==> src/hw/rtl/pcts_pkg.sv <==
`default_nettype none

package pcts_pkg;

    localparam int unsigned PIXEL_W = 24;
    localparam int unsigned CHAN_W  = 8;
    localparam int unsigned CHANS   = 3;
    localparam int unsigned COORD_W = 15;
    localparam int unsigned RES_W   = 16;
    localparam int unsigned RWID_W  = 13;
    localparam int unsigned TOL_W   = 8;

    localparam int unsigned CFG_IDX_W  = 3;
    localparam int unsigned CFG_DATA_W = 24;

    typedef logic [CFG_IDX_W-1:0] cfg_idx_t;

    localparam cfg_idx_t REG_TARGET_COLOR    = 3'd0;
    localparam cfg_idx_t REG_MATCH_TOLERANCE = 3'd1;
    localparam cfg_idx_t REG_MASK_LOW_BITS   = 3'd2;
    localparam cfg_idx_t REG_ORIGIN_X        = 3'd3;
    localparam cfg_idx_t REG_ORIGIN_Y        = 3'd4;
    localparam cfg_idx_t REG_REGION_WIDTH    = 3'd5;

    localparam logic [PIXEL_W-1:0] RST_TARGET_COLOR = 24'hFF_FFFF;
    localparam logic [RWID_W-1:0]  RST_REGION_WIDTH = 13'd1920;

    localparam logic [CHAN_W-1:0] CHAN_MASK_16BPP = 8'hF8;
    localparam logic [CHAN_W-1:0] CHAN_MAX        = 8'hFF;

    // Inclusive window around target, clamped to the channel range.
    function automatic logic channel_ok(
        input logic [CHAN_W-1:0] pix,
        input logic [CHAN_W-1:0] tgt,
        input logic [TOL_W-1:0]  tol
    );
        logic [CHAN_W:0]   hi_sum;
        logic [CHAN_W-1:0] lo;
        logic [CHAN_W-1:0] hi;
        hi_sum = {1'b0, tgt} + {1'b0, tol};
        lo     = (tol > tgt) ? '0 : (tgt - tol);
        hi     = hi_sum[CHAN_W] ? CHAN_MAX : hi_sum[CHAN_W-1:0];
        return (pix >= lo) && (pix <= hi);
    endfunction

endpackage

`default_nettype wire

==> src/hw/rtl/pixel_color_tolerance_search_unit.sv <==
`default_nettype none

// Color-key search over a raster-order pixel stream. Every pixel is checked
// against target_color within +/- match_tolerance per channel (optionally on
// 5-bit channels), column/row are tracked from region_width, and the first
// hit of the frame is latched. The pixel flagged frame_last produces one
// result word: match_found and the screen position origin + (column, row),
// or -1,-1 when nothing matched. One pixel is taken every cycle while
// in_stall is low; a word enters an input register, then compare and
// counter update sit between it and the state/result registers. Only a
// frame_last word can be held there, and only while the result register
// is full and stalled, with in_stall high. The configuration port never stalls.
module pixel_color_tolerance_search_unit #(
    parameter int unsigned MAX_WIDTH  = 4096,
    parameter int unsigned MAX_HEIGHT = 4096
) (
    input  wire logic                                clk,
    input  wire logic                                rst_n,

    input  wire logic                                cfg_valid,
    output logic                                     cfg_ready,
    input  wire logic [pcts_pkg::CFG_IDX_W-1:0]      cfg_index,
    input  wire logic [pcts_pkg::CFG_DATA_W-1:0]     cfg_data,

    input  wire logic                                in_valid,
    output logic                                     in_stall,
    input  wire logic [pcts_pkg::PIXEL_W-1:0]        pixel_value,
    input  wire logic                                frame_last,

    output logic                                     out_valid,
    input  wire logic                                out_stall,
    output logic                                     match_found,
    output logic signed [pcts_pkg::RES_W-1:0]        match_x,
    output logic signed [pcts_pkg::RES_W-1:0]        match_y
);

    localparam int unsigned COL_W  = $clog2(MAX_WIDTH);
    localparam int unsigned ROW_W  = $clog2(MAX_HEIGHT);
    localparam int unsigned WEFF_W = $clog2(MAX_WIDTH + 1);
    localparam int unsigned CMP_W  =
        ((WEFF_W > pcts_pkg::RWID_W) ? WEFF_W : pcts_pkg::RWID_W) + 1;
    localparam logic [ROW_W-1:0] ROW_LAST = ROW_W'(MAX_HEIGHT - 1);
    localparam logic [CMP_W-1:0] WIDTH_MAX = CMP_W'(MAX_WIDTH);

    // Configuration registers
    logic [pcts_pkg::PIXEL_W-1:0] target_reg;
    logic [pcts_pkg::TOL_W-1:0]   tol_reg;
    logic                         mask_reg;
    logic [pcts_pkg::COORD_W-1:0] origin_x_reg;
    logic [pcts_pkg::COORD_W-1:0] origin_y_reg;
    logic [pcts_pkg::RWID_W-1:0]  width_reg;

    assign cfg_ready = 1'b1;

    always_ff @(posedge clk or negedge rst_n)
    begin
        if (!rst_n)
        begin
            target_reg   <= pcts_pkg::RST_TARGET_COLOR;
            tol_reg      <= '0;
            mask_reg     <= 1'b0;
            origin_x_reg <= '0;
            origin_y_reg <= '0;
            width_reg    <= pcts_pkg::RST_REGION_WIDTH;
        end
        else if (cfg_valid && cfg_ready)
        begin
            unique case (cfg_index)
                pcts_pkg::REG_TARGET_COLOR:    target_reg   <= cfg_data;
                pcts_pkg::REG_MATCH_TOLERANCE: tol_reg      <= cfg_data[pcts_pkg::TOL_W-1:0];
                pcts_pkg::REG_MASK_LOW_BITS:   mask_reg     <= cfg_data[0];
                pcts_pkg::REG_ORIGIN_X:        origin_x_reg <= cfg_data[pcts_pkg::COORD_W-1:0];
                pcts_pkg::REG_ORIGIN_Y:        origin_y_reg <= cfg_data[pcts_pkg::COORD_W-1:0];
                pcts_pkg::REG_REGION_WIDTH:    width_reg    <= cfg_data[pcts_pkg::RWID_W-1:0];
                default: ;
            endcase
        end
    end

    // Input register
    logic                         s1_valid_reg;
    logic [pcts_pkg::PIXEL_W-1:0] s1_pixel_reg;
    logic                         s1_last_reg;

    logic out_free;
    logic s1_retire;
    logic in_take;

    assign out_free  = !out_valid || !out_stall;
    // Only a last word needs room in the result register.
    assign s1_retire = s1_valid_reg && (!s1_last_reg || out_free);
    assign in_stall  = s1_valid_reg && !s1_retire;
    assign in_take   = in_valid && !in_stall;

    always_ff @(posedge clk or negedge rst_n)
    begin
        if (!rst_n)
        begin
            s1_valid_reg <= 1'b0;
        end
        else if (in_take)
        begin
            s1_valid_reg <= 1'b1;
        end
        else if (s1_retire)
        begin
            s1_valid_reg <= 1'b0;
        end
    end

    always_ff @(posedge clk)
    begin
        if (in_take)
        begin
            s1_pixel_reg <= pixel_value;
            s1_last_reg  <= frame_last;
        end
    end

    // Color compare
    logic [pcts_pkg::PIXEL_W-1:0] pix_m;
    logic [pcts_pkg::PIXEL_W-1:0] tgt_m;
    logic [pcts_pkg::CHANS-1:0]   chan_hit;
    logic                         pix_hit;

    always_comb
    begin
        pix_m = s1_pixel_reg;
        tgt_m = target_reg;
        if (mask_reg)
        begin
            pix_m = pix_m & {pcts_pkg::CHANS{pcts_pkg::CHAN_MASK_16BPP}};
            tgt_m = tgt_m & {pcts_pkg::CHANS{pcts_pkg::CHAN_MASK_16BPP}};
        end
        for (int c = 0; c < pcts_pkg::CHANS; c++)
        begin
            chan_hit[c] = pcts_pkg::channel_ok(
                pix_m[c*pcts_pkg::CHAN_W +: pcts_pkg::CHAN_W],
                tgt_m[c*pcts_pkg::CHAN_W +: pcts_pkg::CHAN_W],
                tol_reg);
        end
        pix_hit = &chan_hit;
    end

    // Position tracking
    logic [COL_W-1:0] col_reg, col_next;
    logic [ROW_W-1:0] row_reg, row_next;
    logic             seen_reg, seen_next;
    logic [COL_W-1:0] hit_col_reg, hit_col_next;
    logic [ROW_W-1:0] hit_row_reg, hit_row_next;

    logic [CMP_W-1:0] width_ext;
    logic [CMP_W-1:0] width_eff;
    logic [CMP_W-1:0] col_inc;
    logic             take_hit;

    always_comb
    begin
        width_ext = CMP_W'(width_reg);
        if (width_ext == '0)
            width_eff = CMP_W'(1);
        else if (width_ext > WIDTH_MAX)
            width_eff = WIDTH_MAX;
        else
            width_eff = width_ext;
        col_inc  = CMP_W'(col_reg) + CMP_W'(1);
        take_hit = !seen_reg && pix_hit;

        hit_col_next = take_hit ? col_reg : hit_col_reg;
        hit_row_next = take_hit ? row_reg : hit_row_reg;
        seen_next    = seen_reg || pix_hit;
        col_next     = col_reg;
        row_next     = row_reg;

        if (s1_last_reg)
        begin
            col_next  = '0;
            row_next  = '0;
            seen_next = 1'b0;
        end
        else if (col_inc >= width_eff)
        begin
            col_next = '0;
            if (row_reg != ROW_LAST)
                row_next = row_reg + ROW_W'(1);
        end
        else
        begin
            col_next = col_inc[COL_W-1:0];
        end
    end

    always_ff @(posedge clk or negedge rst_n)
    begin
        if (!rst_n)
        begin
            col_reg     <= '0;
            row_reg     <= '0;
            seen_reg    <= 1'b0;
            hit_col_reg <= '0;
            hit_row_reg <= '0;
        end
        else if (s1_retire)
        begin
            col_reg     <= col_next;
            row_reg     <= row_next;
            seen_reg    <= seen_next;
            hit_col_reg <= hit_col_next;
            hit_row_reg <= hit_row_next;
        end
    end

    // Result register
    logic [pcts_pkg::RES_W-1:0] x_sum;
    logic [pcts_pkg::RES_W-1:0] y_sum;
    logic                       found;

    always_comb
    begin
        found = seen_reg || pix_hit;
        x_sum = {origin_x_reg[pcts_pkg::COORD_W-1], origin_x_reg}
              + pcts_pkg::RES_W'(hit_col_next);
        y_sum = {origin_y_reg[pcts_pkg::COORD_W-1], origin_y_reg}
              + pcts_pkg::RES_W'(hit_row_next);
    end

    always_ff @(posedge clk or negedge rst_n)
    begin
        if (!rst_n)
        begin
            out_valid <= 1'b0;
        end
        else if (s1_retire && s1_last_reg)
        begin
            out_valid <= 1'b1;
        end
        else if (!out_stall)
        begin
            out_valid <= 1'b0;
        end
    end

    always_ff @(posedge clk)
    begin
        if (s1_retire && s1_last_reg)
        begin
            match_found <= found;
            match_x     <= found ? x_sum : '1;
            match_y     <= found ? y_sum : '1;
        end
    end

endmodule

`default_nettype wire
==> config.mk <==
export PLATFORM = sky130hd
export DESIGN_NAME = pixel_color_tolerance_search_unit
export DESIGN_NICKNAME = d
export VERILOG_FILES = /design/src/hw/rtl/pcts_pkg.sv /design/src/hw/rtl/pixel_color_tolerance_search_unit.sv
export SDC_FILE = /design/constraint.sdc
export NUM_CORES = 1
export LEC_CHECK = 0
export ABC_AREA = 1
export BUFFER_PORTS_ARGS = -buffer_cell sky130_fd_sc_hd__buf_4
export CAP_MARGIN = 0
export CORE_MARGIN = 4
export CORE_UTILIZATION = 45
export CTS_CLUSTER_SIZE = 30
export DETAILED_ROUTE_END_ITERATION = 7
export PLACE_DENSITY_LB_ADDON = 0.25
export SETUP_SLACK_MARGIN = 0.3
export SLEW_MARGIN = 20
export SYNTH_ARGS = -nofsm -noshare
export SYNTH_HDL_FRONTEND = slang
export SYNTH_SLANG_ARGS = --single-unit
==> constraint.sdc <==
create_clock -name clk -period 5.32 [get_ports clk]
set_clock_uncertainty 0.2 [all_clocks]
set_input_delay 1.064 -clock clk [delete_from_list [all_inputs] [get_ports clk]]
set_output_delay 1.064 -clock clk [all_outputs]
set_load 0.005 [all_outputs]
==> impl_metrics.json <==
{
  "hold_viol": 0,
  "grt_util_all_layers_pct": 21.7,
  "endpoint_kind": "flop",
  "synth.distinct_cells": 53,
  "post-route-cell-area_um2": 16300,
  "synth_area_per_cell_um2": 8.03,
  "tightest_slew_ns": 0.988,
  "h-tree-depth": 4,
  "crit_top_cell": "nand2_2",
  "fmaxAchievable_ghz": 0.192,
  "r2r_end": "match_y[9]",
  "antenna_found_initial": 0,
  "wl_per_cell_um": 16.1,
  "min_period_over_period_pct": 98.0,
  "antenna_left": 0,
  "place_hpwl_um": 25400,
  "final-setup-viol-count": 0,
  "slew_viol_final": 0,
  "intPower_w": 0.00468,
  "clock_path_buffers": 2,
  "switching_share_pct": 42.2,
  "fin_ws_ns": 0.106,
  "cts.sinks": 185,
  "root_buffer": "clkbuf_16",
  "critPathArrivalTime_ns": 5.18,
  "post-route-min-period_ns": 5.21,
  "max_stage_delay_ns": 0.44,
  "ys_warn_count": 0,
  "async_flop_share_pct": 68.6,
  "wl_um": 34800,
  "maxCapViolations": 0,
  "critPathRequiredTime_ns": 5.28,
  "crit_path_start": "mask_reg",
  "peakVddDrop_mv": 0.268,
  "synthFlopType": "dfrtp_1",
  "r2r_slack_ns": 0.11,
  "grt_pass1_wl_um": 54400,
  "fin_tns_setup_ns": 0,
  "placed_area_um2": 14300,
  "syn_inst": 1596,
  "r2r_start": "mask_reg",
  "synth_fp_nets": 1788,
  "coreArea_um2": 27900,
  "switchingPower_w": 0.00342,
  "clock_latency_ns": 0.44,
  "synthTopCellsByArea": "dfrtp_1 (19%), edfxtp_1 (14%), ha_1 (13%)",
  "rsz0062_at_grt": "true",
  "synth_top_area_share_pct": 19.3,
  "cp_slowest_cell": "dfrtp_2",
  "drive_gt1_share_pct": 27.9,
  "syn_area_um2": 12800,
  "p_leak_nw": 7.73,
  "slew_headroom_pct": 34.0,
  "ys_seq_area_share_pct": 38.6,
  "vias_per_cell": 5.29,
  "pre_cts_ws_ns": -0.0348,
  "finalWeightedCongestion": 0.913,
  "drt-initial-drc-count": 757,
  "seqPwrFrac_pct": 24.2,
  "route.vias.total": 11400,
  "final_common_cell": "nand2_1",
  "cts_hold_buf": 0,
  "port_buffers": 91,
  "outcome": "finished, final reports clean",
  "start_util_pct": 45.9,
  "cts_tree": "built",
  "grt_pass1_vias": 10700,
  "die_height_um": 177,
  "clk_pin_slew_ns": 0.07,
  "die_w_um": 177,
  "cp-start-kind": "flop",
  "crit_cells": 37,
  "worstSetupPathType": "reg -> reg",
  "die_area_um2": 31300,
  "pwr-share-clk_pct": 15.1,
  "synth_edf_count": 58,
  "reg2regPathDepth": 37,
  "powerDensity_nw_per_um2": 498,
  "cp-endpoint": "match_y[9]",
  "cp_max_fo": 8,
  "mostFrequentLayoutCells": "nand2_1 (375), inv_1 (184), buf_4 (161)",
  "drtPass1Iterations": 6,
  "grt_max_degree": 70,
  "hp-class": "reg -> reg",
  "drcViolationCount": 0,
  "io_pins": 93,
  "cts_buffers": 17,
  "final_nets": 1959,
  "syn2layout_area_growth_pct": 26.9,
  "share_comb_of_total_power_pct": 60.7,
  "critPathBufInv": 8,
  "ys_ff_latch": 185,
  "grt_overflow": 0,
  "num_rows": 61,
  "yosysTopAreaCell": "dfrtp_1",
  "crit_family": "simple AND/OR/NAND/NOR gates"
}
## cell usage after synthesis (7+ instances only)
| cell type | number |
|---|---|
| ha_1 | 131 |
| nor2_1 | 86 |
| nand3_1 | 131 |
| edfxtp_1 | 58 |
| buf_4 | 7 |
| o22ai_1 | 8 |
| nand2_1 | 401 |
| a21o_1 | 10 |
| and2_1 | 24 |
| a21oi_1 | 65 |
| mux2_2 | 8 |
| dfrtp_1 | 99 |
| o21ai_2 | 8 |
| clkbuf_1 | 23 |
| dfstp_2 | 28 |
| o211ai_1 | 8 |
| o21ai_0 | 98 |
| or2_2 | 15 |
| nand4_1 | 44 |
| or2_1 | 14 |
| nand2_2 | 23 |
| nor3_1 | 10 |
| a31oi_1 | 7 |
| inv_1 | 190 |
| xor2_1 | 27 |
## worst min-delay path, stage by stage (launching register included)
cell and delay [ns]:
dfrtp_1 0.34, nand2_1 0.05, nand2_1 0.06
## logic make-up (layout without fill, tap and decap cells)
logic type / after synthesis / after routing / share of synthesized area, %
AOI/OAI and AO/OA: 229 / 229 / 10.4
buffers and inverters: 237 / 421 / 7.56
and+or+nand+nor: 768 / 768 / 27.0
adders and majority gates: 135 / 135 / 13.4
muxes: 8 / 8 / 0.703
other: 1 / 2 / 0.0292
DFF: 185 / 185 / 38.6
xor gates and xnor gates: 33 / 33 / 2.25
## power by group through the flow
stage          Sequential, W  Combinational [W]  Clock [W]
2_1_floorplan        0.00192            0.00258          0
4_1_cts              0.00194            0.00423    0.00125
3_5_place_dp         0.00196            0.00361          0
5_1_grt              0.00199            0.00543    0.00131
3_3_place_gp         0.00196            0.00355          0
6_report             0.00196            0.00492    0.00122
## routing by layer
layer	routed length, um	up-vias	GRT usage (%)	part of all wire [%]
li1	-	5654	-	-
met1	16100	5431	31.1	46
met2	16300	287	34.6	47
met3	1790	44	2.93	5.1
met4	683	0	5.83	2.0
met5	0	-	0	0
## metrics by stage
| step | cells | utilization [%] | hold WS, ns | total power (W) |
|---|---|---|---|---|
| final | 2159 | 58.3 | 0.279 | 0.00810 |
| after global routing | 2158 | 58.2 | 0.303 | 0.00873 |
| after CTS | 2140 | 55.5 | 0.285 | 0.00743 |
| after detailed placement | 2079 | 51.1 | 0.265 | 0.00557 |
| after global placement | 2079 | 51.1 | 0.261 | 0.00550 |
| after floorplan | 1596 | - | 0.249 | 0.00450 |
## final cells by class
cell class	instances	area, um^2
fillers	2482	11700
multi-input cells	1174	7870
flip-flops and latches	185	4960
repair buffers	193	1680
inverters	196	741
well taps	378	473
clock buffers	17	425
clock inverters	15	126
diodes	1	2.50
## worst min-delay path by stage
stage / cells past startpoint / to / from
detailed placement: 2 / hit_row_reg[1] / hit_row_reg[1]
finish: 2 / hit_row_reg[8] / hit_row_reg[8]
CTS: 2 / hit_col_reg[1] / hit_col_reg[1]
global placement: 2 / hit_col_reg[1] / hit_col_reg[1]
floorplan: 2 / hit_col_reg[0] / hit_col_reg[0]
global route: 2 / hit_col_reg[5] / hit_col_reg[5]
## timing repair
item                       4_1_cts  5_1_grt
pin swaps                       47       98
resized for setup               84      147
setup endpoints to repair       25       30
gates cloned                     4        0
buffers inserted                25       18
No activity file was read; power rests on OpenSTA's default activity.
